[config.mk]
export PLATFORM = sky130hd
export DESIGN_NAME = abl_fifo
export DESIGN_NICKNAME = d
export VERILOG_FILES = /design/src/design/abl_pkg.sv /design/src/design/abl_fifo.sv
export SDC_FILE = /design/constraint.sdc
export NUM_CORES = 1
export LEC_CHECK = 0
export BUFFER_PORTS_ARGS = -buffer_cell sky130_fd_sc_hd__buf_2
export CORE_UTILIZATION = 53
export DETAILED_ROUTE_END_ITERATION = 10
export GPL_TIMING_DRIVEN = 0
export PLACE_DENSITY = 0.78
export SETUP_SLACK_MARGIN = 0.2
export SLEW_MARGIN = 10
export SYNTH_ARGS = -nofsm -noshare
export SYNTH_HDL_FRONTEND = slang
export SYNTH_SLANG_ARGS = --single-unit
[constraint.sdc]
create_clock -name clk_i -period 2.1 [get_ports clk_i]
set_input_delay 0.105 -clock clk_i [delete_from_list [all_inputs] [get_ports clk_i]]
set_output_delay 0.105 -clock clk_i [all_outputs]
set_load 0.005 [all_outputs]
[src/design/abl_pkg.sv]
// Shared constants and types for the audio block level meter.
package abl_pkg;

  localparam int unsigned MaxBlockSamples = 256;
  localparam int unsigned DbFloorQ8       = 25600;
  localparam int unsigned KDbPerLog2Q16   = 394566;
  localparam int unsigned RmsFloorQ31     = 21474;
  localparam int unsigned SmoothOne       = 65536;

  // Fill status of a small queue.
  typedef struct packed {
    logic full;
    logic empty;
  } qstat_t;

endpackage

[src/design/abl_fifo.sv]
// Two-entry queue of block summaries between front and back.
module abl_fifo #(
  parameter int unsigned WIDTH = 8
) (
  input  logic             clk_i,
  input  logic             rst_ni,
  input  logic             push_i,
  input  logic [WIDTH-1:0] wdata_i,
  input  logic             pop_i,
  output logic [WIDTH-1:0] rdata_o,
  output abl_pkg::qstat_t  stat_o
);
  logic [WIDTH-1:0] mem_q [2];
  logic             wr_q, rd_q;
  logic [1:0]       fill_q;

  assign stat_o.full  = fill_q == 2'd2;
  assign stat_o.empty = fill_q == 2'd0;
  assign rdata_o      = mem_q[rd_q];

  always_ff @(posedge clk_i) begin
    if (push_i) begin
      mem_q[wr_q] <= wdata_i;
    end
  end

  always_ff @(posedge clk_i or negedge rst_ni) begin
    if (!rst_ni) begin
      wr_q   <= 1'b0;
      rd_q   <= 1'b0;
      fill_q <= '0;
    end else begin
      if (push_i) begin
        wr_q <= ~wr_q;
      end
      if (pop_i) begin
        rd_q <= ~rd_q;
      end
      fill_q <= fill_q + {1'b0, push_i} - {1'b0, pop_i};
    end
  end

endmodule

# --- After elaboration in Yosys (flattened, before gate mapping) ---
# Memories as Yosys holds them, arrays and structs flattened.
# Cells that the tools add are included.
totals:
  reg_bits: 4
  mem_bits_rw: 16
  out_inout_bits: 10
  wordCells: 12
  mem_count: 1
op_classes:
  n_addsub: 2
  eq_ne: 1
  mux: 2
  bitwise: 2
  n_reduce_logical: 1
mem_list:
  columns: ["name", "depth", "word_bits", "read_ports", "rd_ports_with_merged_regs", "write_ports", "line", "source"]
  rows:
  - ["mem_q", 2, 8, 1, 0, 1, "abl_fifo.sv:13", "logic [WIDTH-1:0] mem_q [2];"]
op_table:
  columns: ["op", "count"]
  rows:
  - ["2-bit by 1-bit adder with 2-bit output", 1]
  - ["2-bit equality test (second input constant)", 1]
  - ["2-bit zero test", 1]
  - ["1-bit two-way mux", 2]
  - ["1-bit inverter", 2]
  - ["2-bit by 1-bit subtractor with 2-bit output", 1]

# --- Longest topological paths before layout ---
# Gate-level depths: netlist (run 1).
depth:
  depth_word: 2
  mapped_depth: 5
  mapped_depth_nobuf: 5

# --- Least setup slack after synthesis (run 1) ---
# OpenSTA, ideal clock, no wires.
synth_timing:
  path_type: "reg-to-reg"
  start: "register wr_q"
  end: "memory mem_q[0][0], enable pin"
  setup_time_ns: 0.373
  arrival_time_ns: 0.789
  t_required_ns: 1.727
  slack_ns: 0.938
  stages_incl_launch_ff: 2
  path_buffers: 0
  path_cell_list: "dfrtp_1 -> nor2b_1"
synth_rtl:
  columns: ["element", "line", "source"]
  rows:
  - ["start, declared", "abl_fifo.sv:14", "logic wr_q, rd_q;"]
  - ["start signal, assigned", "abl_fifo.sv:34", "wr_q <= ~wr_q;"]
  - ["end, declared", "abl_fifo.sv:13", null]
# Straight into the memory's write port.

# --- Worst setup path in the final report (run 1) ---
layout_timing:
  start: "register rd_q"
  end: "output port rdata_o[0]"
layout_between:
  elab_chain_len: 1
layout_rtl:
  columns: ["element", "line", "source"]
  rows:
  - ["start, declared", "abl_fifo.sv:14", null]
  - ["start signal, assigned", "abl_fifo.sv:37", "rd_q <= ~rd_q;"]
  - ["memory read 2 x 8 bit", null, null]
  - ["end, declared", "abl_fifo.sv:10", "output logic [WIDTH-1:0] rdata_o,"]
# Every way passes these cells.

==> results of run 1 <==
## synth_stat cells
cell type and number:
inv_1 2, dfrtp_1 4, ha_1 2, xor2_1 2, edfxtp_1 16, nor2_1 1, and2_1 1, buf_6 1
mux2_4 8, xor3_1 1, nor2b_1 2
## layer usage
metal | vias to the layer above | share of wire [%] | GRT usage, %
li1 | 207 | - | -
met1 | 194 | 39 | 14.8
met2 | 12 | 57 | 28.1
met3 | 2 | 3.6 | 3.26
met4 | 0 | 0.54 | 7.50
met5 | - | 0 | 0
## final timing paths
path                               end  cells after the start
hold / removal                    rd_q                      2
max in group asynchronous    fill_q[1]                      2
setup / recovery            rdata_o[0]                      3
min in group asynchronous         wr_q                      2
hold reg to reg                   wr_q                      1
setup reg to reg           mem_q[0][0]                      1
## power breakdown
part	total, mW	switching (mW)	internal (mW)
combinational	0.423	0.165	0.258
clock	0.174	0.105	0.0689
sequential	0.584	0.0435	0.540
total	1.18	0.314	0.867
## per-stage QoR
step           hold WS, ns  setup slack (ns)  total power [mW]
6_report           0.00467             0.742              1.18
5_1_grt            0.00599             0.657              1.26
4_1_cts          0.0000250             0.719              1.19
3_5_place_dp       -0.0864             0.732              1.02
3_3_place_gp       -0.0850             0.746              1.00
2_1_floorplan       -0.191             0.938             0.881
## cell type report
cell class | count | area, um^2 | area share [%]
plain buffers | 1 | 11.3 | 1.12
repair buffers | 26 | 155 | 15.4
multi-input cells | 17 | 209 | 20.7
clock inverters | 1 | 3.75 | 0.372
well taps | 15 | 18.8 | 1.86
flip-flops and latches | 20 | 581 | 57.6
clock buffers | 3 | 22.5 | 2.23
inverters | 2 | 7.51 | 0.744
## cells by family (layout without fill, tap and decap cells)
group / Yosys count / in the layout / share of synthesized area, %
buffers and inverters: 3 / 33 / 2.32
multiplexers: 8 / 8 / 14.9
XOR/XNOR: 3 / 3 / 5.11
flip-flops: 20 / 20 / 71.8
adder cells (fa/ha/maj): 2 / 2 / 3.10
AND/OR/NAND/NOR: 4 / 4 / 2.79
## state kept, by name, summed over array words and instances (netlist names)
signal and cells:
fill_q 2, mem_q 16, rd_q 1, wr_q 1
## repair_timing
| item | in CTS | in global routing |
|---|---|---|
| endpoints found under the hold margin | 6 | 6 |
| gates resized for setup | 0 | 0 |
| hold buffers | 2 | 3 |
==> summary.txt, run 1 <==
Worst setup path
  • Critical path's slowest cell: dfrtp_1
  • R2R Setup Slk: 0.75 ns
  • Delay-heaviest family, CP: flip-flops
  • Critical path class: register to primary output
  • Critical path buffer and inverter count: 2
  • CP required: 2.00 ns
  • Crit-path max cell delay: 0.39 ns
  • CP max FO: 9
  • Crit path capture type: primary output
  • Cell Chain, Critical Path: buf_6 -> mux2_4 -> buf_2
  • Critical path arrival: 1.25 ns
  • Crit. Startpoint: rd_q
  • Worst setup SP type: register
  • R2R Path Start: wr_q

Run
  • Max Cap Violations: 0

Floorplan
  • Core ar.: 1370 um^2
  • FP Rows: 13
  • Initial Util: 59.2%
  • Top-level port count: 22
  • Die Y-Extent: 41.1 um
  • Die width: 41.1 um
  • Die area: 1690 um^2

Final layout
  • Number of fillers in the final layout: 95
  • Finished Core Util: 73.8%
  • Most frequent cells in the layout: buf_2 (21), edfxtp_1 (16), mux2_4 (8), dlygate4sd3_1 (5), dfrtp_1 (4)
  • Share of cells above drive strength 1: 47.1%
  • Commonest non-fill, non-tap cell in the layout: buf_2
  • Post-route cell area: 1010 um^2
  • Final std cells w/o fill: 85
  • Area Growth Syn to Fin: 24.8%
  • ANT cells: 0
  • Final Net Count: 85

Logic synthesis
  • Leading post-synthesis cells by cell area: edfxtp_1 (59%), mux2_4 (15%), dfrtp_1 (12%), ha_1 (3.1%), xor3_1 (2.9%)
  • Mean Syn Cell Area: 20.2 um^2
  • Synth top area share: 59.4%
  • Syn Inst Count: 40
  • Post-synth net total: 54
  • Synthesized area: 808 um^2
  • Synthesized flop and latch total: 20
  • Seq/Total Area, Yosys: 71.8%
  • Synth area leader: edfxtp_1
  • Ys Warns: 0
  • Count of cell types in the netlist: 11

Clock network
  • Max clock buf depth: 2
  • Worst-Skew Late Latency: 0.28 ns
  • Clk sink count: 20
  • CTS tree: done
  • Cts bufs inserted: 3
  • Root buf cell: clkbuf_4
  • Post-CTS setup buffers: 0
  • H-tree lvl count: 1
  • Clk pin slew, worst setup/hold paths: 0.10 ns

Global route
  • Total Routing Usage GR: 14.9%
  • Initial antenna violation count: 0
  • Largest net degree at the start of global routing: 12
  • Grt total ovfl: 0
  • First-pass GRT wire length: 1480 um
  • Vias in the first global route: 373

Min path
  • Hold Crit Class: primary input to register
  • Origin of the worst min-delay path: pop_i

STA
  • Final hold violations: 0
  • Slew Viols, Final: 0
  • Skew final: 0.000591 ns
  • Fmax: 0.736 GHz
  • Min cycle time layout: 1.36 ns
  • Worst relative slew slack: 51.8%
  • Tcrit/Tclk final: 64.7%
  • RSZ-0062 raised after global routing: no
  • Final setup fails: 0
  • Final setup TNS: 0 ns
  • Worst-Margin Slew: 0.721 ns

Routing
  • ANT nets after route: 0
  • First-pass DRT Iterations: 3
  • WL/cell: 13.0 um
  • Initial detailed-routing violation count: 1
  • Drc violations: 0
  • DR vias: 415
  • Post-Route WL: 1100 um
  • DR vias/cell: 4.88

Placed design
  • Area post-placement: 932 um^2
  • Port Buffers: 21
  • Placed instance count: 76
  • Final GP Congestion: 0.619

Power
  • Power density cells: 1170 nW/um^2
  • Max VDD drop: 0.765 mV
  • Static Leak: 0.448 nW

Status
  • Status: complete, no violations
Power figures use the tool's default switching activity.
==> run 2, diff against run 1 <==
Settings changed: ABC_AREA set to 1, CORE_UTILIZATION 53 to 44, PLACE_DENSITY 0.78 to 0.68.
Clock period 2.1 ns to 1.1 ns, I/O delays scaled along.
==> summary.txt, run 2 <==
Status
  • Status: finished with violations
  • Violated checks: setup timing

Placed design
  • Final GP Congestion: 0.779 (+26%)
  • Placed instance count: 113 (+49%)
  • DP Wirelength: 802 um
  • Port Buffers: 21 (unchanged)
  • Area post-placement: 975 um^2 (+4.6%)

Min path
  • Hold Crit Class: primary input to register

Logic synthesis
  • Post-Synth Simple-Gate Area: 8.28% (+5.5 points)
  • Post-synth net total: 81 (+50%)
  • Ys flop type: edfxtp_1
  • Largest family of logic cells by synthesized area: buffers and inverters
  • Post-synth EDFFs: 16 (unchanged)
  • Ys Warns: 0 (unchanged)
  • Syn Inst Count: 67 (+68%)
  • Synth Area in Adders: 3.01% (-0.084 points)
  • Mean Syn Cell Area: 12.4 um^2 (-39%)
  • Async S/R FF share, synth: 20.0% (unchanged)
  • Most frequent cells after synthesis: edfxtp_1 (16), inv_1 (15), nand2_1 (14)
  • Leading post-synthesis cells by cell area: edfxtp_1 (58%), dfrtp_1 (12%), inv_1 (6.8%), nand2_1 (6.3%), o21ai_2 (3.2%)
  • Most common cell in the netlist: edfxtp_1
  • Synth area leader: edfxtp_1
  • Synth Area in XOR/XNOR: 2.11% (-3.0 points)
  • Synth top area share: 57.8% (-1.6 points)
  • Synthesized area: 831 um^2 (+2.8%)
  • Count of cell types in the netlist: 12 (+1)
  • Mux cell area share after synthesis: 0% (-15 points)
  • Compound-cell area share of the yosys netlist: 6.17% (+6.2 points)
  • Synthesized flop and latch total: 20 (unchanged)
  • Seq/Total Area, Yosys: 69.9% (-1.9 points)

Routing
  • First-pass DRT Iterations: 4 (+1)
  • Post-Route WL: 1390 um (+26%)
  • Drc violations: 0 (unchanged)
  • ANT nets after route: 0 (unchanged)
  • Initial detailed-routing violation count: 10 (+9)
  • DR vias: 577 (+39%)
  • WL/cell: 10.4 um (-20%)
  • DR vias/cell: 4.34 (-11%)

STA
  • Final setup fails: 9 (+9)
  • Setup WS post-layout: -0.139 ns (-0.881 ns)
  • Tcrit/Tclk final: 113%
  • Slew Viols, Final: 0 (unchanged)
  • Skew final: 0.00176 ns (+0.00117 ns)
  • Worst-Margin Slew: 0.270 ns (-0.452 ns)
  • Fmax: 0.807 GHz
  • Final hold violations: 0 (unchanged)
  • Final setup TNS: -0.886 ns (-0.886 ns)
  • RSZ-0062 raised after global routing: yes
  • Worst relative slew slack: 82.0% (+30 points)
  • Min cycle time layout: 1.24 ns

Worst setup path
  • Reg2reg path depth: 6 (+5)
  • CP required: 1.04 ns (-0.96 ns)
  • CP max FO: 6 (-3)
  • R2R Setup Slk: 0 ns (-0.75 ns)
  • Critical path class: register to primary output
  • Crit. Startpoint: rd_q
  • Crit path capture type: primary output
  • Critical path arrival: 1.18 ns (-0.07 ns)
  • Worst reg2reg endpoint: fill_q[1]
  • Worst Setup EP: rdata_o[3]
  • Worst setup SP type: register
  • R2R Path Start: fill_q[0]

Global route
  • First-pass GRT wire length: 1900 um (+29%)
  • Largest net degree at the start of global routing: 12 (unchanged)
  • Vias in the first global route: 486 (+30%)
  • Total Routing Usage GR: 13.2% (-1.6 points)
  • Grt total ovfl: 0 (unchanged)
  • Initial antenna violation count: 0 (unchanged)

Floorplan
  • Core ar.: 1750 um^2 (+28%)
  • Initial Util: 47.6% (-12 points)
  • Top-level port count: 22 (unchanged)
  • Die width: 45.5 um (+11%)
  • Die area: 2070 um^2 (+23%)
  • FP Rows: 15 (+2)
  • Die Y-Extent: 45.5 um (+11%)

Power
  • Max VDD drop: 1.39 mV (+82%)
  • Power density cells: 2290 nW/um^2 (+95%)
  • Static Leak: 0.580 nW (+29%)

Clock network
  • H-tree lvl count: 1 (unchanged)
  • Root buf cell: clkbuf_4
  • CTS tree: done
  • Clk pin slew, worst setup/hold paths: 0.10 ns (about the same)
  • Max clock buf depth: 2 (unchanged)
  • Clk sink count: 20 (unchanged)
  • Cts bufs inserted: 3 (unchanged)
  • Worst-Skew Late Latency: 0.29 ns (about the same)

Final layout
  • Final Net Count: 123 (+45%)
  • Most frequent cells in the layout: buf_2 (21), edfxtp_1 (16), inv_1 (12), dlygate4sd3_1 (10), o21ai_2 (8)
  • Reg area: 581 um^2 (unchanged)
  • Post-route cell area: 1280 um^2 (+27%)
  • Number of fillers in the final layout: 131 (+38%)
  • Area Growth Syn to Fin: 53.6%
  • Max reg flops: 16 (unchanged)
  • Share of cells above drive strength 1: 51.9% (+4.7 points)
  • Top flop regs: mem_q (16), fill_q (2)
  • Area of the multi-input gates: 264 um^2 (+26%)
  • Commonest non-fill, non-tap cell in the layout: buf_2
  • ANT cells: 0 (unchanged)
  • Final std cells w/o fill: 133 (+56%)
  • Top reg by flops: mem_q

Run
  • Max Cap Violations: 0 (unchanged)
run 2: cell count changes after synthesis, sizes merged, moves of 2 or more:
cell   change
inv       +13
nor2b      -2
mux2       -8
nor2       +2
nand2     +14
o21ai      +8
run 2: worst min-delay path by stage:
stage                       from   endpoint  slack [ns]  depth (start not counted)
after global placement    rst_ni       wr_q       -0.13                          1
final                     push_i       wr_q        0.02                          2
after detailed placement  rst_ni       wr_q       -0.13                          1
after global routing      push_i       wr_q        0.04                          2
after floorplan           rst_ni  fill_q[0]       -0.24                          0
after CTS                 push_i       wr_q      0.0004                          2
run 2: cells by family after synthesis:
| family | after synthesis |
|---|---|
| buf+inv | 17 |
| flops | 20 |
| compound gates | 8 |
| simple gates | 18 |
| xor+xnor | 2 |
| fa+ha+maj | 2 |
run 2: per-stage QoR:
step / power [mW] / worst slack (ns) / hold slack, ns / utilization, %
2_1_floorplan: 1.68 / 0.0269 / -0.241 / -
3_3_place_gp: 1.96 / -0.0101 / -0.134 / 55.8
3_5_place_dp: 1.99 / -0.0373 / -0.134 / 55.8
4_1_cts: 2.69 / -0.113 / 0.000354 / 68.6
5_1_grt: 3.11 / -0.173 / 0.0385 / 73.1
6_report: 2.92 / -0.139 / 0.0245 / 73.1
run 2: report_power, final:
group	leakage [nW]	internal (mW)	switching, mW
Combinational	0.367	0.777	0.666
Clock	0.0154	0.132	0.199
Sequential	0.197	1.03	0.114
run 2: timing repair:
action / 4_1_cts / 5_1_grt
cloned: 1 / 0
setup buffers: 5 / 0
setup endpoints to repair: 28 / 29
pin swaps: 8 / 3
gates resized for setup: 16 / 21
hold buffers: 10 / 0
endpoints found under the hold margin: 21 / 0
run 2: metal layers:
layer | global-route usage, % | share of wire [%]
met1 | 16.7 | 42
met2 | 23.1 | 54
met3 | 2.38 | 3.3
met4 | 3.64 | 0.43
met5 | 0 | 0
run 2: critical path, stage by stage (launching register included):
cell and delay [ns]:
dfrtp_1 0.38, buf_6 0.14, buf_8 0.13, o21ai_2 0.12
buf_2 0.13
run 2: area by class of cell:
| type | instances | share of cell area, % |
|---|---|---|
| inverters | 15 | 4.80 |
| well taps | 25 | 2.45 |
| clock inverters | 1 | 0.294 |
| multi-input cells | 30 | 20.7 |
| flip-flops and latches | 20 | 45.5 |
| clock buffers | 3 | 1.76 |
| plain buffers | 2 | 2.45 |
| repair buffers | 37 | 22.1 |
