$ cat config.mk
export PLATFORM = sky130hd
export DESIGN_NAME = abl_back
export DESIGN_NICKNAME = d
export VERILOG_FILES = /design/src/design/abl_pkg.sv /design/src/design/abl_back.sv
export SDC_FILE = /design/constraint.sdc
export NUM_CORES = 2
export LEC_CHECK = 0
export ABC_AREA = 1
export ABC_CLOCK_PERIOD_IN_PS = 7600
export BUFFER_PORTS_ARGS = -buffer_cell sky130_fd_sc_hd__buf_2
export CORE_MARGIN = 2
export CORE_UTILIZATION = 40
export DETAILED_ROUTE_END_ITERATION = 16
export PLACE_DENSITY = 0.58
export SLEW_MARGIN = 20
export SYNTH_ARGS = -nofsm -noshare
export SYNTH_HDL_FRONTEND = slang
export SYNTH_SLANG_ARGS = --single-unit
export TNS_END_PERCENT = 5
$ cat constraint.sdc
create_clock -name clk_i -period 7.6 [get_ports clk_i]
set_clock_uncertainty 0.1 [all_clocks]
set_input_delay 0 -clock clk_i [delete_from_list [all_inputs] [get_ports clk_i]]
set_output_delay 0 -clock clk_i [all_outputs]
set_load 0.01 [all_outputs]
$ cat src/design/abl_pkg.sv
// Shared constants and types for the audio block level meter.
package abl_pkg;

  localparam int unsigned MaxBlockSamples = 256;
  localparam int unsigned DbFloorQ8       = 25600;
  localparam int unsigned KDbPerLog2Q16   = 394566;
  localparam int unsigned RmsFloorQ31     = 21474;
  localparam int unsigned SmoothOne       = 65536;

  // Fill status of a small queue.
  typedef struct packed {
    logic full;
    logic empty;
  } qstat_t;

endpackage

$ cat src/design/abl_back.sv
// Block-end sequencer: divide, square root, smoothing and dB conversion.
module abl_back #(
  parameter int unsigned MAX_BLOCK_SAMPLES = abl_pkg::MaxBlockSamples
) (
  input  logic                                      clk_i,
  input  logic                                      rst_ni,
  input  logic [16:0]                               smoothing_i,
  input  logic                                      blk_valid_i,
  input  logic [30+$clog2(MAX_BLOCK_SAMPLES+1)-1:0] blk_sum_i,
  input  logic [$clog2(MAX_BLOCK_SAMPLES+1)-1:0]    blk_cnt_i,
  input  logic [14:0]                               blk_peak_i,
  input  logic                                      blk_clip_i,
  output logic                                      blk_pop_o,
  output logic                                      res_valid_o,
  input  logic                                      res_pop_i,
  output logic signed [15:0]                        rms_db_o,
  output logic signed [15:0]                        peak_db_o,
  output logic                                      clip_o
);
  localparam int unsigned CW  = $clog2(MAX_BLOCK_SAMPLES + 1);
  localparam int unsigned SW  = 30 + CW;
  localparam int unsigned STW = $clog2(SW);

  typedef enum logic [3:0] {
    S_IDLE, S_DIV, S_SQRT, S_MULA, S_MULB, S_SMOOTH,
    S_LOGSTART, S_NORM, S_SQ, S_MULK, S_RND, S_FIN
  } state_e;

  state_e       state_q;
  logic [SW-1:0]  n_q;
  logic [CW-1:0]  r_q, d_q;
  logic [STW-1:0] step_q;
  logic [30:0]  x_q, res_q, bit_q;
  logic [14:0]  peak_q;
  logic         clip_q;
  logic [31:0]  smooth_q;
  logic [48:0]  p1_q;
  logic [32:0]  p2_q;
  logic         which_q;
  logic [31:0]  v_q;
  logic [4:0]   p_q;
  logic [30:0]  y_q;
  logic [15:0]  frac_q;
  logic [40:0]  mk_q;
  logic [15:0]  db_q, rmsdb_q;
  logic         out_valid_q;
  logic [15:0]  out_rms_q, out_peak_q;
  logic         out_clip_q;

  // combinational helpers
  logic [CW:0]   div_rem;
  logic          div_ge;
  logic [SW-1:0] n_next;
  logic [31:0]   sq_sum;
  logic [16:0]   s_eff;
  logic [49:0]   acc;
  logic [31:0]   lv;
  logic          lfloor;
  logic [61:0]   ysq;
  logic [20:0]   full_l, l_val, m_val;
  logic [40:0]   mag_r;
  logic [15:0]   mag_c;
  logic          out_free;

  always_comb begin
    div_rem = {r_q, n_q[SW-1]};
    div_ge  = div_rem >= {1'b0, d_q};
    n_next  = {n_q[SW-2:0], div_ge};
    sq_sum  = {1'b0, res_q} + {1'b0, bit_q};
    s_eff   = (smoothing_i > 17'(abl_pkg::SmoothOne)) ? 17'(abl_pkg::SmoothOne)
                                                      : smoothing_i;
    acc     = 50'(p1_q) + {1'b0, p2_q, 16'b0};
    lv      = which_q ? {17'b0, peak_q} : smooth_q;
    lfloor  = which_q ? (peak_q == '0) : (smooth_q <= 32'(abl_pkg::RmsFloorQ31));
    ysq     = y_q * y_q;
    full_l  = which_q ? {5'd15, 16'b0} : {5'd31, 16'b0};
    l_val   = {p_q, frac_q};
    m_val   = (l_val > full_l) ? '0 : full_l - l_val;
    mag_r   = (mk_q + 41'(1 << 23)) >> 24;
    mag_c   = (mag_r > 41'(abl_pkg::DbFloorQ8)) ? 16'(abl_pkg::DbFloorQ8) : mag_r[15:0];
    out_free = !out_valid_q || res_pop_i;
  end

  assign blk_pop_o   = (state_q == S_IDLE) && blk_valid_i;
  assign res_valid_o = out_valid_q;
  assign rms_db_o    = out_rms_q;
  assign peak_db_o   = out_peak_q;
  assign clip_o      = out_clip_q;

  // datapath registers
  always_ff @(posedge clk_i) begin
    case (state_q)
      S_IDLE: begin
        n_q    <= blk_sum_i;
        r_q    <= '0;
        d_q    <= blk_cnt_i;
        peak_q <= blk_peak_i;
        clip_q <= blk_clip_i;
      end
      S_DIV: begin
        r_q <= div_ge ? CW'(div_rem - {1'b0, d_q}) : div_rem[CW-1:0];
        n_q <= n_next;
        x_q <= n_next[30:0];
        res_q <= '0;
        bit_q <= 31'(1) << 30;
      end
      S_SQRT: begin
        if ({1'b0, x_q} >= sq_sum) begin
          x_q   <= 31'({1'b0, x_q} - sq_sum);
          res_q <= (res_q >> 1) + bit_q;
        end else begin
          res_q <= res_q >> 1;
        end
        bit_q <= bit_q >> 2;
      end
      S_MULA:   p1_q <= smooth_q * s_eff;
      S_MULB:   p2_q <= res_q[15:0] * (17'(abl_pkg::SmoothOne) - s_eff);
      S_LOGSTART: begin
        v_q    <= lv;
        p_q    <= 5'd31;
        frac_q <= '0;
        db_q   <= 16'(-(17'(abl_pkg::DbFloorQ8)));
      end
      S_NORM: begin
        if (v_q[31]) begin
          y_q <= v_q[31:1];
        end else begin
          v_q <= v_q << 1;
          p_q <= p_q - 5'd1;
        end
      end
      S_SQ: begin
        if (ysq[61]) begin
          y_q    <= ysq[61:31];
          frac_q <= {frac_q[14:0], 1'b1};
        end else begin
          y_q    <= ysq[60:30];
          frac_q <= {frac_q[14:0], 1'b0};
        end
      end
      S_MULK:   mk_q <= m_val * 20'(abl_pkg::KDbPerLog2Q16);
      S_RND:    db_q <= 16'(-mag_c);
      S_FIN: begin
        if (!which_q) begin
          rmsdb_q <= db_q;
        end
      end
      default: ;
    endcase
  end

  // control: state, step counter, smoothed RMS and the result register
  always_ff @(posedge clk_i or negedge rst_ni) begin
    if (!rst_ni) begin
      state_q     <= S_IDLE;
      step_q      <= '0;
      which_q     <= 1'b0;
      smooth_q    <= '0;
      out_valid_q <= 1'b0;
      out_rms_q   <= '0;
      out_peak_q  <= '0;
      out_clip_q  <= 1'b0;
    end else begin
      // the final peak step loads the result register itself
      if (res_pop_i && !(state_q == S_FIN && which_q)) begin
        out_valid_q <= 1'b0;
      end
      case (state_q)
        S_IDLE: begin
          step_q <= '0;
          if (blk_valid_i) begin
            state_q <= S_DIV;
          end
        end
        S_DIV: begin
          step_q <= step_q + STW'(1);
          if (step_q == STW'(SW - 1)) begin
            state_q <= S_SQRT;
          end
        end
        S_SQRT: begin
          if (bit_q[0]) begin
            state_q <= S_MULA;
          end
        end
        S_MULA:   state_q <= S_MULB;
        S_MULB:   state_q <= S_SMOOTH;
        S_SMOOTH: begin
          smooth_q <= acc[47:16];
          which_q  <= 1'b0;
          state_q  <= S_LOGSTART;
        end
        S_LOGSTART: begin
          step_q  <= '0;
          state_q <= lfloor ? S_FIN : S_NORM;
        end
        S_NORM: begin
          if (v_q[31]) begin
            state_q <= S_SQ;
          end
        end
        S_SQ: begin
          step_q <= step_q + STW'(1);
          if (step_q == STW'(15)) begin
            state_q <= S_MULK;
          end
        end
        S_MULK:   state_q <= S_RND;
        S_RND:    state_q <= S_FIN;
        S_FIN: begin
          if (!which_q) begin
            which_q <= 1'b1;
            state_q <= S_LOGSTART;
          end else if (out_free) begin
            out_valid_q <= 1'b1;
            out_rms_q   <= rmsdb_q;
            out_peak_q  <= db_q;
            out_clip_q  <= clip_q;
            state_q     <= S_IDLE;
          end
        end
        default: state_q <= S_IDLE;
      endcase
    end
  end

endmodule

== Word-level counts from Yosys, hierarchy flattened ==
Cells that the tools add are included.
Cells by class
  add/sub/neg operators: 11
  multipliers: 4
  div/mod/pow operators: 0
  magnitude comparators: 6
  eq/ne operators: 21
  shift-type cells: 0
  muxes and demuxes: 39
  bitwise logic cells: 1
  reductions and logical operators: 24
Operators by type and width (count)
  case mux 31 bit (2 select lines): 4
  2-to-1 mux 31 bit: 4
  case mux 39 bit (2 select lines): 1
  2-to-1 mux 32 bit: 2
  case mux 16 bit (2 select lines): 2
  case mux 32 bit (2 select lines): 1
  multiplier 31 x 31 -> 62 bit: 1
  adder 48 bit: 1
  multiplier 32 x 17 -> 48 bit: 1
  case mux 4 bit (12 select lines): 1
  2-to-1 mux 21 bit: 2
  adder 40 x 24 -> 41 bit, second input constant: 1
  multiplier 21 x 18 -> 39 bit, second input constant: 1
  adder 31 x 31 -> 32 bit: 1
  greater-or-equal comparator 31 x 32 -> 1 bit: 1
  less-or-equal comparator 32 x 15 -> 1 bit, second input constant: 1
  multiplier 17 x 18 -> 32 bit: 1
  2-to-1 mux 4 bit: 8
  adder 30 x 31 -> 31 bit: 1
  subtractor 31 bit: 1
  greater-than comparator 21 bit: 1
  subtractor 21 bit: 1
  case mux 9 bit (2 select lines): 1
  subtractor 17 x 17 -> 18 bit, first input constant: 1
  other kinds (34): 66
Word-level totals
  bits in registers: 478
  latch bits: 0
  RAM bits: 0
  bits in read-only memories: 0
  input bits: 85
  output and inout bits: 35
  word-level logic and storage cells: 132
  memories: 0

== Depth between registers and ports, before layout ==
  depth after elaboration: 8
  mapped depth: 41
  depth with buffers taken out: 39

== Worst setup path before layout ==
OpenSTA, ideal clock, no wires.
  path type: input-to-reg
  from: in smoothing_i[7]
  to: reg p2_q[29], data pin
  library setup time: 0.262 ns
  data arrival time: 6.930 ns
  data required time: 7.238 ns
  slack: 0.308 ns
  stages on the path: 39
  buffers on the path: 3
  cells stage by stage: inv_1 > nand2_1 > nor3_1 > nand3_2 > nand2_4 > buf_4 > nand2_1 > clkbuf_1 > ha_1 > nand3_1 > nor2_2 > inv_2 > nor2_1 > nand2_1 > and2_1 > buf_2 > clkinv_1 > nor2_1 > (+3 left out) > fa_1 > inv_1 > fa_1 > fa_1 > inv_1 > fa_1 > inv_1 > ha_1 > nand2_1 > inv_1 > a21oi_1 > a21boi_0 > nand2_1 > a21oi_1 > o21bai_1 > a21oi_1 > o21bai_1 > xor2_1
On the way
  word-level cells in the longest chain between the ends: 4
RTL lines
  from (decl): RTL line abl_back.sv:7  | input logic [16:0] smoothing_i,
  greater-than comparator 17 bit: RTL line abl_back.sv:70  | s_eff = (smoothing_i > 17'(abl_pkg::SmoothOne)) ? 17'(abl_pkg::SmoothOne)
  2-to-1 mux 17 bit (*): RTL line abl_back.sv:70
  subtractor 17 x 17 -> 18 bit (*): RTL line abl_back.sv:117  | S_MULB: p2_q <= res_q[15:0] * (17'(abl_pkg::SmoothOne) - s_eff);
  multiplier 17 x 18 -> 32 bit (*): RTL line abl_back.sv:117
  to (signal assigned): RTL line abl_back.sv:117
  to (decl): RTL line abl_back.sv:38  | logic [32:0] p2_q;
Mark *: on every way between the ends. The rest lies on a longest branch, timed or not.
A chain may end at the register's enable or synchronous reset.

== Worst setup path in the final report ==
  from: reg y_q[12]
  to: reg y_q[30], data pin
On the way
  word-level cells in the longest chain between the ends: 3
RTL lines
  from (decl): RTL line abl_back.sv:42  | logic [30:0] y_q;
  from (signal assigned): RTL line abl_back.sv:126  | y_q <= v_q[31:1];
  from (signal assigned): RTL line abl_back.sv:134  | y_q <= ysq[61:31];
  from (signal assigned): RTL line abl_back.sv:137  | y_q <= ysq[60:30];
  multiplier 31 x 31 -> 62 bit: RTL line abl_back.sv:75  | ysq = y_q * y_q;
  2-to-1 mux 31 bit: RTL line abl_back.sv:133  | if (ysq[61]) begin
  case mux 31 bit (2 select lines): RTL line abl_back.sv:92  | case (state_q)
No other way between the ends.

==> summary.log <==
INFO  run_status     outcome=completed
INFO  placed_design  place_congestion=0.967
INFO  clock_network  numCtsBuffers=58
INFO  sta            unrepaired_setup_endpoints_after_global_routing=yes
INFO  synth          post_synth_num_cell_types=60
INFO  min_path       hold_depth=2
INFO  placed_design  numPortBuffers=119
INFO  critical_path  critical_path.startpoint=y_q[12]
INFO  route          num_vias=68600
INFO  critical_path  arrival=7.86ns
INFO  route          avgRoutedWirePerCell=19.3um
INFO  critical_path  cp_slowest_cell=sky130_fd_sc_hd__fa_1
INFO  global_route   gr-usage-all-layers=24.6%
INFO  route          routed_via_density=5.03
INFO  route          dr.pass1.iters=6
INFO  final_layout   layoutNonFillerInstCount=13600
INFO  synth          number_of_warnings_printed_during_yosys_synthesis=0
INFO  clock_network  ctsRootBufferMaster=sky130_fd_sc_hd__clkbuf_16
INFO  sta            timing.final.hold_violations=0
INFO  synth          postSynthCellCount=10300
INFO  route          ant_nets_after_route=0
INFO  sta            final.hold.worst_slack=0.0183ns
INFO  floorplan      floorplan.initialDensity=40.2%
INFO  synth          asyncSetResetFlopFracSynth=18.1%
INFO  synth          most_frequently_used_flop_master_after_synthesis=sky130_fd_sc_hd__edfxtp_1
INFO  global_route   grt_antenna_before_repair=11
INFO  route          first_iter_violations=4754
INFO  clock_network  cts_tree=yes
INFO  synth          ys_seq_area_share=14.5%
INFO  floorplan      ios=120
INFO  critical_path  worst_ep_required_time=7.93ns
INFO  sta            slew_headroom=25.2%
INFO  synth          cell_area_after_synthesis=85300um^2
INFO  synth          yosys.area.top_type_share=36.0%
INFO  min_path       min_path_type=in -> reg
INFO  critical_path  worst-r2r-setup-slack=0.07ns
INFO  placed_design  placed_area=92200um^2
INFO  sta            fin_crit_sh=99.0%
INFO  critical_path  critical_path.endpoint_type=flop
INFO  placed_design  place.detailed.hpwl=218000um
INFO  route          routed_wirelength=264000um
INFO  final_layout   finish.instance_area=96300um^2
INFO  floorplan      die-height=466um
INFO  route          remaining_drc_errors=0
INFO  synth          post-synth-top-area-cell=sky130_fd_sc_hd__fa_1
INFO  floorplan      core_area=212000um^2
INFO  clock_network  clock_sink_count=425
INFO  synth          ys_seq_elements=425
INFO  sta            setup_violations=0
INFO  synth          synthTopCellsByArea=sky130_fd_sc_hd__fa_1 (36%), sky130_fd_sc_hd__edfxtp_1 (12%), sky130_fd_sc_hd__inv_1 (12%)
INFO  final_layout   post_route_cells_drive_above_1_share=8.88%
INFO  global_route   vias_in_the_first_global_route=73500
INFO  final_layout   fillerInstances=21000
INFO  clock_network  cts.clk_slew.worst_paths=0.06ns
INFO  critical_path  worst-setup-path-type=reg -> reg
INFO  floorplan      die-area=217000um^2
INFO  synth          synth_edf_count=348
INFO  critical_path  crit_path_frequent_cell=sky130_fd_sc_hd__fa_1
INFO  critical_path  timing.critical_path.slowest_cell_delay=0.61ns
INFO  min_path       worstHoldStart=blk_peak_i[1]
INFO  clock_network  cts_htree_levels=2
INFO  critical_path  rr_endpoint=y_q[30]
INFO  final_layout   syn2layout_area_growth=12.8%
INFO  floorplan      chipWidth=466um
INFO  critical_path  crit-reg2reg-launch=y_q[12]
INFO  floorplan      fp-row-count=169
INFO  min_path       worst_hold_path.endpoint=peak_q[1]
INFO  global_route   grt_pass1_wl=416000um
INFO  sta            fmax=133MHz
INFO  critical_path  critPathLaunchType=flop
INFO  sta            final_period_minus_worst_setup_slack=7.53ns
INFO  placed_design  placedCellCount=13400
INFO  global_route   grt_start_max_net_pins=75
INFO  clock_network  clock_latency=0.71ns
INFO  final_layout   nets=13200
INFO  synth          synthesis.area_per_instance=8.30um^2
INFO  sta            final-max-slew-violation-count=0
INFO  critical_path  crit_path_max_fanout=15
INFO  critical_path  worst-r2r-cell-count=27
INFO  sta            worstMarginPinSlew=1.12ns
INFO  global_route   total_grt_overflow=0
INFO  run            number_of_violations_of_the_max_capacitance_limit=0
INFO  clock_network  clock_path_buffers=3
==> metrics by stage <==
stage | TNS, ns | worst slack (ns) | util, %
global placement | -1.32 | -0.0954 | 43.5
detailed placement | -2.51 | -0.142 | 43.5
floorplan | 0 | 0.308 | -
global route | -3.82 | -0.151 | 45.4
CTS | 0 | 0.00219 | 44.9
finish | 0 | 0.0743 | 45.4
==> logic make-up after synthesis <==
kind of cell	count (synthesis)	share of synthesized area, %
AO/OA/AOI/OAI	928	6.15
XOR/XNOR	260	2.70
adder cells (fa/ha/maj)	2299	47.2
buffers and inverters	3017	13.3
flip-flops	425	14.5
multiplexers	33	0.436
other	2	0.00880
AND/OR/NAND/NOR	3313	15.6
==> routing by layer <==
layer	part of all wire (%)	GRT usage, %	vias to the layer above	wire (um)
li1	-	-	31800	-
met1	42	32.8	34200	112000
met2	48	41.5	2123	126000
met3	5.9	2.91	469	15400
met4	3.9	8.06	2	10200
met5	0.0049	0	-	13
==> critical path, delay by kind of cell, from the launching register on <==
| kind | cells | cell delay [ns] |
|---|---|---|
| buffers and inverters | 7 | 0.88 |
| and+or+nand+nor | 6 | 0.64 |
| AOI/OAI and AO/OA | 5 | 1.01 |
| DFF | 1 | 0.42 |
| adders and majority gates | 9 | 4.22 |
==> Yosys cell counts (all sizes together), types with 10 or more instances <==
cell type / n
xor2: 169
edfxtp: 348
xnor2: 91
clkbuf: 241
a21o: 24
o21ai: 325
a21oi: 382
nand4: 64
inv: 2698
o21bai: 30
buf: 56
dfrtp: 77
clkinv: 22
a211oi: 17
fa: 1535
o21a: 13
nand3: 248
mux2: 33
nor4: 25
a32o: 22
nor2: 875
nor3: 70
o22ai: 10
ha: 764
o211ai: 15
or2: 27
nand3b: 14
o31ai: 16
a31oi: 40
nand2: 1981
==> state kept, by name (all words and copies together) (netlist names), 4 cells and up <==
register,flops
state_q,4
p2_q,32
v_q,32
y_q,31
rms_db_o,16
r_q,9
p1_q,32
x_q,31
rmsdb_q,16
res_q,31
frac_q,16
n_q,39
bit_q,16
peak_db_o,16
mk_q,17
p_q,5
smooth_q,32
d_q,9
peak_q,15
step_q,6
db_q,16
==> cell usage in the layout (no fill, tap or decap), types with 17 or more instances in the layout <==
cell type,instances
sky130_fd_sc_hd__a211oi_1,17
sky130_fd_sc_hd__a21o_1,24
sky130_fd_sc_hd__a21oi_1,363
sky130_fd_sc_hd__a21oi_2,18
sky130_fd_sc_hd__a31oi_1,38
sky130_fd_sc_hd__a32o_1,22
sky130_fd_sc_hd__buf_12,46
sky130_fd_sc_hd__buf_2,118
sky130_fd_sc_hd__buf_4,431
sky130_fd_sc_hd__clkbuf_16,66
sky130_fd_sc_hd__clkinv_1,27
sky130_fd_sc_hd__conb_1,33
sky130_fd_sc_hd__dfrtp_1,77
sky130_fd_sc_hd__dlygate4sd3_1,89
sky130_fd_sc_hd__edfxtp_1,348
sky130_fd_sc_hd__fa_1,1523
sky130_fd_sc_hd__ha_1,748
sky130_fd_sc_hd__inv_1,2676
sky130_fd_sc_hd__inv_2,20
sky130_fd_sc_hd__mux2_2,33
sky130_fd_sc_hd__nand2_1,1943
sky130_fd_sc_hd__nand2_2,35
sky130_fd_sc_hd__nand3_1,238
sky130_fd_sc_hd__nand4_1,64
sky130_fd_sc_hd__nor2_1,826
sky130_fd_sc_hd__nor2_2,36
sky130_fd_sc_hd__nor3_1,61
sky130_fd_sc_hd__nor4_1,24
sky130_fd_sc_hd__o21ai_0,306
sky130_fd_sc_hd__o21bai_1,27
sky130_fd_sc_hd__or2_2,26
sky130_fd_sc_hd__xnor2_1,91
sky130_fd_sc_hd__xor2_1,164
==> cell type report <==
type / count / area, um^2 / area share (%)
diodes: 1 / 2.50 / 0.00260
clock buffers: 69 / 1570 / 1.63
repair buffers: 697 / 5860 / 6.09
clock inverters: 40 / 414 / 0.430
well taps: 2821 / 3530 / 3.67
inverters: 2720 / 10200 / 10.6
flip-flops and latches: 425 / 12400 / 12.9
multi-input cells: 6866 / 62300 / 64.7
==> how the worst max path moves through the flow <==
| stage | end | depth (start not counted) |
|---|---|---|
| after global placement | p1_q[43] | 37 |
| after floorplan | p2_q[29] | 39 |
| final | y_q[30] | 27 |
| after global routing | y_q[30] | 27 |
| after detailed placement | p1_q[43] | 37 |
| after CTS | y_q[8] | 30 |
==> timing repair <==
| action | in CTS | in global routing |
|---|---|---|
| gates resized for setup | 4 | 160 |
| hold buffers | 90 | 0 |
| hold endpoints to repair | 147 | 0 |
| gates cloned | 0 | 6 |
| setup endpoints to repair | 31 | 64 |
| pin swaps | 1 | 65 |
| setup buffers | 1 | 41 |
Power is not shown: default switching activity piles up to over one toggle a cycle in this logic, so the estimate is an artifact.
