==> config.mk <==
export PLATFORM = sky130hd
export DESIGN_NAME = abl_front
export DESIGN_NICKNAME = d
export VERILOG_FILES = /design/src/design/abl_pkg.sv /design/src/design/abl_front.sv
export SDC_FILE = /design/constraint.sdc
export NUM_CORES = 1
export LEC_CHECK = 0
export BUFFER_PORTS_ARGS = -buffer_cell sky130_fd_sc_hd__buf_2
export CAP_MARGIN = 40
export CORE_UTILIZATION = 32
export DETAILED_ROUTE_END_ITERATION = 7
export GPL_TIMING_DRIVEN = 1
export HOLD_SLACK_MARGIN = 0.08
export SYNTH_ARGS = -nofsm -noshare
export SYNTH_HDL_FRONTEND = slang
export SYNTH_SLANG_ARGS = --single-unit
==> constraint.sdc <==
create_clock -name clk_i -period 8.24 [get_ports clk_i]
set_input_delay 0.412 -clock clk_i [delete_from_list [all_inputs] [get_ports clk_i]]
set_output_delay 0.412 -clock clk_i [all_outputs]
set_load 0.1 [all_outputs]
==> src/design/abl_pkg.sv <==
// Shared constants and types for the audio block level meter.
package abl_pkg;

  localparam int unsigned MaxBlockSamples = 256;
  localparam int unsigned DbFloorQ8       = 25600;
  localparam int unsigned KDbPerLog2Q16   = 394566;
  localparam int unsigned RmsFloorQ31     = 21474;
  localparam int unsigned SmoothOne       = 65536;

  // Fill status of a small queue.
  typedef struct packed {
    logic full;
    logic empty;
  } qstat_t;

endpackage

==> src/design/abl_front.sv <==
// Per-sample accumulation of sum of squares, peak, clip and sample count.
module abl_front #(
  parameter int unsigned MAX_BLOCK_SAMPLES = abl_pkg::MaxBlockSamples
) (
  input  logic                                          clk_i,
  input  logic                                          rst_ni,
  input  logic                                          accept_i,
  input  logic signed [15:0]                            sample_i,
  input  logic                                          last_sample_i,
  output logic                                          blk_push_o,
  output logic [30+$clog2(MAX_BLOCK_SAMPLES+1)-1:0]     blk_sum_o,
  output logic [$clog2(MAX_BLOCK_SAMPLES+1)-1:0]        blk_cnt_o,
  output logic [14:0]                                   blk_peak_o,
  output logic                                          blk_clip_o
);
  localparam int unsigned CW = $clog2(MAX_BLOCK_SAMPLES + 1);
  localparam int unsigned SW = 30 + CW;

  logic [SW-1:0] sum_q, sum_d;
  logic [CW-1:0] cnt_q, cnt_d;
  logic [14:0]   peak_q, peak_d;
  logic          clip_q, clip_d;
  logic [15:0]   abs_val;
  logic [14:0]   mag;
  logic [31:0]   square;
  logic          room;

  always_comb begin
    abs_val = sample_i[15] ? 16'(-sample_i) : 16'(sample_i);
    mag     = (sample_i == -16'sd32768) ? 15'd32767 : abs_val[14:0];
    square  = abs_val * abs_val;
    room    = cnt_q < CW'(MAX_BLOCK_SAMPLES);
    sum_d   = sum_q;
    cnt_d   = cnt_q;
    peak_d  = peak_q;
    clip_d  = clip_q;
    if (room) begin
      sum_d  = sum_q + SW'(square);
      cnt_d  = cnt_q + CW'(1);
      peak_d = (mag > peak_q) ? mag : peak_q;
      clip_d = clip_q | (sample_i == 16'sd32767) | (sample_i == -16'sd32768);
    end
  end

  assign blk_push_o = accept_i & last_sample_i;
  assign blk_sum_o  = sum_d;
  assign blk_cnt_o  = cnt_d;
  assign blk_peak_o = peak_d;
  assign blk_clip_o = clip_d;

  always_ff @(posedge clk_i or negedge rst_ni) begin
    if (!rst_ni) begin
      sum_q  <= '0;
      cnt_q  <= '0;
      peak_q <= '0;
      clip_q <= 1'b0;
    end else if (accept_i) begin
      if (last_sample_i) begin
        sum_q  <= '0;
        cnt_q  <= '0;
        peak_q <= '0;
        clip_q <= 1'b0;
      end else begin
        sum_q  <= sum_d;
        cnt_q  <= cnt_d;
        peak_q <= peak_d;
        clip_q <= clip_d;
      end
    end
  end

endmodule

[After elaboration in Yosys (flattened, before gate mapping)]
Cells that the tools add are included.
Storage, ports and cells
  input port bits: 20
  bits in writable memories: 0
  memories kept: 0
  bits in read-only memories: 0
  flip-flop bits (word level): 64
  bits in latches: 0
  word-level logic and storage cells: 26
Operators by class
  eq/ne operators: 2
  multipliers: 1
  shifts and indexed selects: 0
  $lt $le $gt $ge: 2
  reduce and logical (&&, ||, !) cells: 0
  bitwise logic cells: 3
  add/sub/neg operators: 3
  mux-type cells: 11
  divide/modulo/power cells: 0
Operators with widths (number)
  $mux 39: 2
  $mux 15: 4
  $add 39x32->39: 1
  $eq 16x16->1 const B: 2
  $mul 16x16->32: 1
  $mux 9: 2
  $mux 16: 1
  $neg 16->16: 1
  $gt 15x15->1: 1
  $add 9x1->9 const B: 1
  $lt 9x9->1 const B: 1
  $mux 1: 2
  $or 1x1->1: 2
  $and 1x1->1: 1

[Logic depth before layout (Yosys ltp)]
Gate-level depths: netlist (run 1).
  depth in word-level cells: 7
  gate-level depth with buffers: 35

[Worst setup path after synthesis (run 1)]
Ideal clock, no wire load.
  kind: input-to-output
  start point: input sample_i[0]
  end point: output blk_sum_o[23]
  required time: 7.828 ns
  arrival time: 9.696 ns
  path buffers: 1
  setup slack: -1.868 ns
  stages on the path: 31
  path through: buf_2 > inv_2 > nand3_1 > or4_4 > o21ai_0 > xnor2_1 > clkinv_1 > nor2_1 > inv_1 > fa_1 > inv_1 > fa_1 > inv_1 > fa_1 > inv_1 > fa_1 > fa_1 > inv_1 > fa_1 > inv_1 > ha_1 > nand3_1 > o21bai_1 > a211oi_1 > o21ai_2 > a21o_1 > a21o_1 > a2111o_1 > a31oi_1 > xor2_1 > o21ai_0
Between the ends
  word-level cells in the longest chain between the ends: 5
Ends and longest elaborated chain
  start: declaration: RTL line abl_front.sv:8  | input logic signed [15:0] sample_i,
  $neg 16->16: RTL line abl_front.sv:29  | abs_val = sample_i[15] ? 16'(-sample_i) : 16'(sample_i);
  $mux 16 *: RTL line abl_front.sv:29
  $mul 16x16->32 *: RTL line abl_front.sv:31  | square = abs_val * abs_val;
  $add 39x32->39 *: RTL line abl_front.sv:38  | sum_d = sum_q + SW'(square);
  $mux 39 *: RTL line abl_front.sv:37  | if (room) begin
  end: declaration: RTL line abl_front.sv:11  | output logic [30+$clog2(MAX_BLOCK_SAMPLES+1)-1:0] blk_sum_o,
Mark *: on every way between the ends. The rest lies on a longest branch, timed or not.

[Worst setup path in the final report (run 1)]
  start point: input sample_i[4]
  end point: output blk_sum_o[34]
The elaborated chain is that of the path after synthesis.

==> run_summary.xml, run 1 <==
<?xml version="1.0" encoding="UTF-8"?>
<metrics>
  <group name="run_status">
    <metric name="run_status" unit="">finished clean</metric>
  </group>
  <group name="sta">
    <metric name="setup-violations-final" unit="">0</metric>
    <metric name="fin_crit_sh" unit="">0.994</metric>
    <metric name="grt_setup_unrepaired" unit="">true</metric>
    <metric name="min_period" unit="ps">8190</metric>
    <metric name="timing_hold_violations_final" unit="">0</metric>
    <metric name="fmax" unit="MHz">122</metric>
    <metric name="worst_slew_pin_slew" unit="ps">649</metric>
    <metric name="finalMaxSlewViolations" unit="">0</metric>
    <metric name="maxSlewHeadroom" unit="">0.566</metric>
    <metric name="skew" unit="ps">8.32</metric>
  </group>
  <group name="global_routing">
    <metric name="grtUsageTotal" unit="">0.188</metric>
    <metric name="maximum_number_of_pins_on_one_net_before_global_route_repair" unit="">56</metric>
    <metric name="first_global_vias" unit="">10900</metric>
    <metric name="antenna_found_initial" unit="">0</metric>
    <metric name="grt_remaining_overflow" unit="">0</metric>
    <metric name="grt_pass1_wl" unit="um">57100</metric>
  </group>
  <group name="synthesis">
    <metric name="avgSynthCellArea" unit="um2">8.44</metric>
    <metric name="post_synth_instance_area" unit="um2">12200</metric>
    <metric name="synthesis.instances" unit="">1448</metric>
    <metric name="yosys_register_bits" unit="">64</metric>
    <metric name="ys_warn_count" unit="">0</metric>
    <metric name="synth_sequential_area_ratio" unit="">0.131</metric>
    <metric name="yosys.area.top_type_share" unit="">0.318</metric>
    <metric name="top_flip_flop_cell_by_instance_count_after_synthesis" unit="">dfrtp_1</metric>
    <metric name="synth_enable_flop_cells" unit="">0</metric>
    <metric name="synth.most_common_cell" unit="">inv_1</metric>
    <metric name="synthArstFlopShare" unit="">1.00</metric>
    <metric name="post_synth_num_cell_types" unit="">62</metric>
    <metric name="synth_area_leaders" unit="">fa_1 (32%), dfrtp_1 (13%), ha_1 (12%)</metric>
    <metric name="netlist_top_cells_count" unit="">inv_1 (378), fa_1 (194), nand2_1 (183), ha_1 (122), o21ai_0 (82)</metric>
    <metric name="netlist.top_cell.by_area" unit="">fa_1</metric>
  </group>
  <group name="route">
    <metric name="antenna_left" unit="">0</metric>
    <metric name="postRouteWirelength" unit="um">34400</metric>
    <metric name="avgRoutedWirePerCell" unit="um">15.6</metric>
    <metric name="drt_first_pass_iters" unit="">5</metric>
    <metric name="route.vias.total" unit="">10400</metric>
    <metric name="drt_drc_violations_left" unit="">0</metric>
    <metric name="post_drt_via_cell_ratio" unit="">4.69</metric>
    <metric name="drt_iter0_drc" unit="">583</metric>
  </group>
  <group name="cells_and_area">
    <metric name="total_nets_final" unit="">2026</metric>
    <metric name="layout_overhead_on_the_synthesized_area" unit="%">32.6</metric>
    <metric name="drive_gt1_frac" unit="">0.257</metric>
    <metric name="layout.core_utilization" unit="">0.430</metric>
    <metric name="layoutNonFillerInstCount" unit="">2206</metric>
    <metric name="filler_cell_count" unit="">3691</metric>
    <metric name="number_of_diodes_added_for_antenna_fixing" unit="">0</metric>
    <metric name="finalInstanceArea" unit="um2">16200</metric>
  </group>
  <group name="critical_path">
    <metric name="critPathBufInv" unit="">10</metric>
    <metric name="timing.reg2reg.setup_slack" unit="ps">3020</metric>
    <metric name="crit_family" unit="">adder cells</metric>
    <metric name="worst_path_max_delay_cell" unit="">fa_1</metric>
    <metric name="critical_path_arrival" unit="ps">7780</metric>
    <metric name="timing.setup.critical_path_class" unit="">in -&gt; out</metric>
    <metric name="cp_launch_type" unit="">primary input</metric>
    <metric name="end_kind" unit="">primary output</metric>
    <metric name="cp_common_cell" unit="">fa_1</metric>
    <metric name="cp.required" unit="ps">7830</metric>
    <metric name="crit_path_max_fanout" unit="">7</metric>
    <metric name="cpPeakStageDelay" unit="ps">530</metric>
  </group>
  <group name="placement">
    <metric name="place.port_buffers" unit="">84</metric>
    <metric name="gp_congestion" unit="">0.868</metric>
    <metric name="dpl.cell_count" unit="">2165</metric>
    <metric name="instance_area_at_placement" unit="um2">15000</metric>
    <metric name="post-dp-hpwl" unit="um">28100</metric>
  </group>
  <group name="clock_tree">
    <metric name="clock_tree_from_tritoncts" unit="">done</metric>
    <metric name="clkSlewWorstSetupHoldPaths" unit="ps">60</metric>
    <metric name="clock-sinks" unit="">64</metric>
    <metric name="cts.root.buffer_cell" unit="">clkbuf_16</metric>
    <metric name="worstSkewPairLatency" unit="ps">360</metric>
    <metric name="htreeDepth" unit="">3</metric>
    <metric name="tritoncts.num_buffers" unit="">9</metric>
    <metric name="maximum_buffer_depth_of_the_clock_tree" unit="">2</metric>
  </group>
  <group name="floorplan">
    <metric name="die_height" unit="um">197</metric>
    <metric name="core.rowCount" unit="">71</metric>
    <metric name="die_w" unit="um">197</metric>
    <metric name="starting_density_of_the_core" unit="">0.324</metric>
    <metric name="coreArea" unit="um2">37700</metric>
    <metric name="top_level_ports" unit="">85</metric>
    <metric name="die-area" unit="um2">39000</metric>
  </group>
  <group name="worst_hold_path">
    <metric name="timing.hold.worst.class" unit="">in -&gt; async</metric>
  </group>
  <group name="job">
    <metric name="max_cap_viol_count" unit="">0</metric>
  </group>
</metrics>
-- through the flow --
step                setup slack (ps)  hold WS [ps]  TNS (ps)
detailed placement              -319           246     -2970
global placement                -283           248     -2300
CTS                             -113           399      -265
floorplan                       -324           116      -419
finish                          51.7           404         0
global route                    -194           434     -1450
-- flip-flops by register name (all words and copies together), names as in the netlist --
signal  flops
clip_q      1
peak_q     15
sum_q      39
cnt_q       9
-- path summary, 6_finish.rpt --
path,start,cells past startpoint,endpoint
max,sample_i[4],31,blk_sum_o[34]
min,rst_ni,2,peak_q[14]
max reg2reg,sum_q[9],18,sum_q[26]
min reg2reg,peak_q[11],1,peak_q[11]
max in group asynchronous,rst_ni,4,cnt_q[8]
min in group clk_i,peak_q[11],1,peak_q[11]
-- placed cells by master (no fill, tap or decap), types with 7 or more instances in the layout --
cell type	synthesis	final
nand3_1	15	12
inv_1	378	354
nand4_1	11	11
ha_4	0	16
nor3_1	10	8
o21ai_4	0	7
nand2_2	0	7
nor2b_1	8	8
o21ai_1	5	13
clkbuf_16	0	9
ha_1	122	105
a21o_1	16	16
buf_6	0	19
xor2_1	24	18
conb_1	2	11
o21ai_0	82	51
mux2_2	7	7
xnor2_1	33	26
buf_12	0	27
nor2_1	78	66
nor2_2	0	8
fa_1	194	190
dfrtp_1	64	63
a21oi_1	42	35
buf_2	3	58
inv_2	4	25
a22o_1	31	31
o21ai_2	2	18
buf_4	0	160
nand2_1	183	170
-- per-layer routing --
metal / global-route usage / routed length, um
met1: 0.267 / 15900
met2: 0.296 / 15700
met3: 0.0388 / 2310
met4: 0.0345 / 441
met5: 0 / 0
-- kinds of logic after synthesis --
| kind of cell | Yosys count | synth area share |
|---|---|---|
| AOI/OAI and AO/OA | 235 | 0.126 |
| xor gates and xnor gates | 58 | 0.0431 |
| adders and majority gates | 316 | 0.443 |
| muxes | 8 | 0.00727 |
| DFF | 64 | 0.131 |
| other | 2 | 0.000615 |
| buffers and inverters | 430 | 0.132 |
| and+or+nand+nor | 335 | 0.117 |
-- layout make-up --
cell class              count  area, um2  area share
multi-input cells         963       9850       0.608
clock buffers              10        239      0.0148
well taps                 511        639      0.0395
inverters                 385       1450      0.0897
flip-flops and latches     64       1610      0.0991
clock inverters             6        115     0.00711
repair buffers            267       2300       0.142
-- what timing repair did --
| item | in CTS | in global routing |
|---|---|---|
| endpoints found under the hold margin | 5 | 0 |
| buffers inserted | 13 | 12 |
| pin swaps | 68 | 56 |
| setup endpoints to repair | 17 | 18 |
| hold buffers | 1 | 0 |
| resized for setup | 66 | 90 |
Power of run 1 is not shown: default switching activity piles up to over one toggle a cycle in this logic, so the estimate is an artifact.
==> run 2, diff against run 1 <==
--- a/config.mk
+++ b/config.mk
@@ -11,6 +11,7 @@
 export DETAILED_ROUTE_END_ITERATION = 7
 export GPL_TIMING_DRIVEN = 1
 export HOLD_SLACK_MARGIN = 0.08
+export SETUP_SLACK_MARGIN = 0.1
 export SYNTH_ARGS = -nofsm -noshare
 export SYNTH_HDL_FRONTEND = slang
 export SYNTH_SLANG_ARGS = --single-unit
==> run 2 against run 1 <==
Via count up 0.11%. Sequential share of layout area about the same. First-iteration DRC count down 23%. Critical endpoint is now blk_sum_o[23].
==> run_summary.xml, run 2 (same netlist as run 1, synthesis figures left out) <==
<?xml version="1.0" encoding="UTF-8"?>
<metrics>
  <group name="worst_hold_path">
    <metric name="timing.hold.worst.class" unit="">reg -&gt; reg</metric>
    <metric name="hold-path-cell-count" unit="">1</metric>
    <metric name="timing.hold.worst.start" unit="">peak_q[2]</metric>
    <metric name="holdPathEnd" unit="">peak_q[2]</metric>
  </group>
  <group name="sta">
    <metric name="setup-violations-final" unit="">0</metric>
    <metric name="finalMaxSlewViolations" unit="">0</metric>
    <metric name="min_period" unit="ps">8220</metric>
    <metric name="skew" unit="ps">7.47</metric>
    <metric name="worst_slew_pin_slew" unit="ps">633</metric>
    <metric name="maxSlewHeadroom" unit="">0.577</metric>
    <metric name="fmax" unit="MHz">122</metric>
    <metric name="fin_crit_sh" unit="">0.997</metric>
    <metric name="timing_hold_violations_final" unit="">0</metric>
    <metric name="grt_setup_unrepaired" unit="">true</metric>
  </group>
  <group name="cells_and_area">
    <metric name="layout_overhead_on_the_synthesized_area" unit="%">32.3</metric>
    <metric name="finalInstanceArea" unit="um2">16200</metric>
    <metric name="number_of_flip_flops_under_the_largest_register_name" unit="">39</metric>
    <metric name="layout_common_cells" unit="">inv_1 (350), fa_1 (186), nand2_1 (165)</metric>
    <metric name="top_flop_regs" unit="">sum_q: 39 flops, peak_q: 15 flops, cnt_q: 9 flops</metric>
    <metric name="drive_gt1_frac" unit="">0.264</metric>
    <metric name="layout.cells.most_common" unit="">inv_1</metric>
    <metric name="filler_cell_count" unit="">3756</metric>
    <metric name="sequential_cell_area" unit="um2">1610</metric>
    <metric name="multiInputGateArea" unit="um2">9940</metric>
    <metric name="top_register" unit="">sum_q</metric>
    <metric name="total_nets_final" unit="">2020</metric>
  </group>
  <group name="clock_tree">
    <metric name="clock_tree_from_tritoncts" unit="">done</metric>
    <metric name="worstSkewPairLatency" unit="ps">360</metric>
    <metric name="clock-sinks" unit="">64</metric>
    <metric name="tritoncts.num_buffers" unit="">9</metric>
    <metric name="clkSlewWorstSetupHoldPaths" unit="ps">60</metric>
    <metric name="htreeDepth" unit="">3</metric>
    <metric name="cts.root.buffer_cell" unit="">clkbuf_16</metric>
    <metric name="maximum_buffer_depth_of_the_clock_tree" unit="">2</metric>
  </group>
  <group name="critical_path">
    <metric name="cp_common_cell" unit="">fa_1</metric>
    <metric name="rr_worst_depth" unit="">20</metric>
    <metric name="crit_path_launch" unit="">sample_i[3]</metric>
    <metric name="crit_path_max_fanout" unit="">4</metric>
    <metric name="critical_path_arrival" unit="ps">7810</metric>
    <metric name="cpPeakStageDelay" unit="ps">610</metric>
    <metric name="timing.setup.critical_path_class" unit="">in -&gt; out</metric>
    <metric name="cp.required" unit="ps">7830</metric>
    <metric name="worstReg2RegStart" unit="">sum_q[6]</metric>
    <metric name="end_kind" unit="">primary output</metric>
    <metric name="timing.reg2reg.setup_slack" unit="ps">2930</metric>
    <metric name="worstReg2RegEnd" unit="">sum_q[26]</metric>
    <metric name="cp_launch_type" unit="">primary input</metric>
    <metric name="worst_path_max_delay_cell" unit="">fa_1</metric>
  </group>
  <group name="route">
    <metric name="route.vias.total" unit="">10400</metric>
    <metric name="antenna_left" unit="">0</metric>
    <metric name="avgRoutedWirePerCell" unit="um">16.0</metric>
    <metric name="post_drt_via_cell_ratio" unit="">4.71</metric>
    <metric name="drt_iter0_drc" unit="">449</metric>
    <metric name="drt_first_pass_iters" unit="">5</metric>
    <metric name="drt_drc_violations_left" unit="">0</metric>
    <metric name="postRouteWirelength" unit="um">35100</metric>
  </group>
  <group name="floorplan">
    <metric name="die_w" unit="um">197</metric>
    <metric name="core.rowCount" unit="">71</metric>
    <metric name="top_level_ports" unit="">85</metric>
    <metric name="die-area" unit="um2">39000</metric>
    <metric name="coreArea" unit="um2">37700</metric>
    <metric name="die_height" unit="um">197</metric>
    <metric name="starting_density_of_the_core" unit="">0.324</metric>
  </group>
  <group name="placement">
    <metric name="place.port_buffers" unit="">84</metric>
    <metric name="gp_congestion" unit="">0.877</metric>
    <metric name="instance_area_at_placement" unit="um2">15100</metric>
    <metric name="post-dp-hpwl" unit="um">28500</metric>
  </group>
  <group name="global_routing">
    <metric name="grt_remaining_overflow" unit="">0</metric>
    <metric name="first_global_vias" unit="">11000</metric>
    <metric name="grtUsageTotal" unit="">0.192</metric>
    <metric name="grt_pass1_wl" unit="um">58200</metric>
    <metric name="antenna_found_initial" unit="">0</metric>
    <metric name="maximum_number_of_pins_on_one_net_before_global_route_repair" unit="">50</metric>
  </group>
  <group name="job">
    <metric name="max_cap_viol_count" unit="">0</metric>
  </group>
  <group name="run_status">
    <metric name="run_status" unit="">finished clean</metric>
  </group>
</metrics>
## run 2: cell types whose count changed in the layout (fill, tap and decap cells not counted), moves of 4 or more
cell	change
inv_2	+5
nand2_1	-5
buf_4	-4
fa_1	-4
fa_2	+4
inv_1	-4
nand2_2	+4
o21ai_2	-4
## run 2: per-stage QoR
stage / std cells / hold WS (ps) / utilization / setup WS (ps) / TNS (ps)
floorplan: 1457 / 116 / - / 40.6 / 0
global placement: 2153 / 483 / 0.397 / -103 / -497
detailed placement: 2160 / 397 / 0.400 / -160 / -1150
CTS: 2188 / 503 / 0.416 / 5.46 / 0
global route: 2200 / 513 / 0.429 / -201 / -918
finish: 2201 / 501 / 0.429 / 21.3 / 0
## run 2: worst max path at each step
stage,endpoint,depth (start not counted)
after global routing,blk_sum_o[23],32
after global placement,blk_sum_o[33],32
after CTS,blk_sum_o[38],31
after detailed placement,blk_sum_o[33],31
after floorplan,blk_sum_o[36],29
final,blk_sum_o[23],31
## run 2: area by class of cell
type | count | share of cell area
diodes | 1 | 0.000155
clock buffers | 10 | 0.0148
well taps | 511 | 0.0395
repair buffers | 261 | 0.137
inverters | 385 | 0.0901
clock inverters | 6 | 0.00418
flip-flops and latches | 64 | 0.0993
multi-input cells | 963 | 0.615
## run 2: worst max-delay path: cells and delay by family
| family | cells | cell delay, ps |
|---|---|---|
| xor gates and xnor gates | 2 | 400 |
| AOI/OAI and AO/OA | 10 | 2090 |
| and+or+nand+nor | 4 | 830 |
| buffers and inverters | 8 | 810 |
| adders and majority gates | 7 | 3280 |
## run 2: routing by layer
metal  track usage  up-vias  wire [um]
met3        0.0429       29       2070
met2         0.306      251      16300
met5             0        -          0
li1              -     4950          -
met4        0.0322        0        426
met1         0.270     5131      16300
## run 2: repair_timing
item / in CTS / in global routing
endpoints found under the setup margin: 16 / 17
endpoints found under the hold margin: 15 / 0
buffers inserted: 11 / 12
resized for setup: 60 / 100
pin swaps: 34 / 54
hold buffers: 1 / 0
Power of run 2 is left out for the same reason.
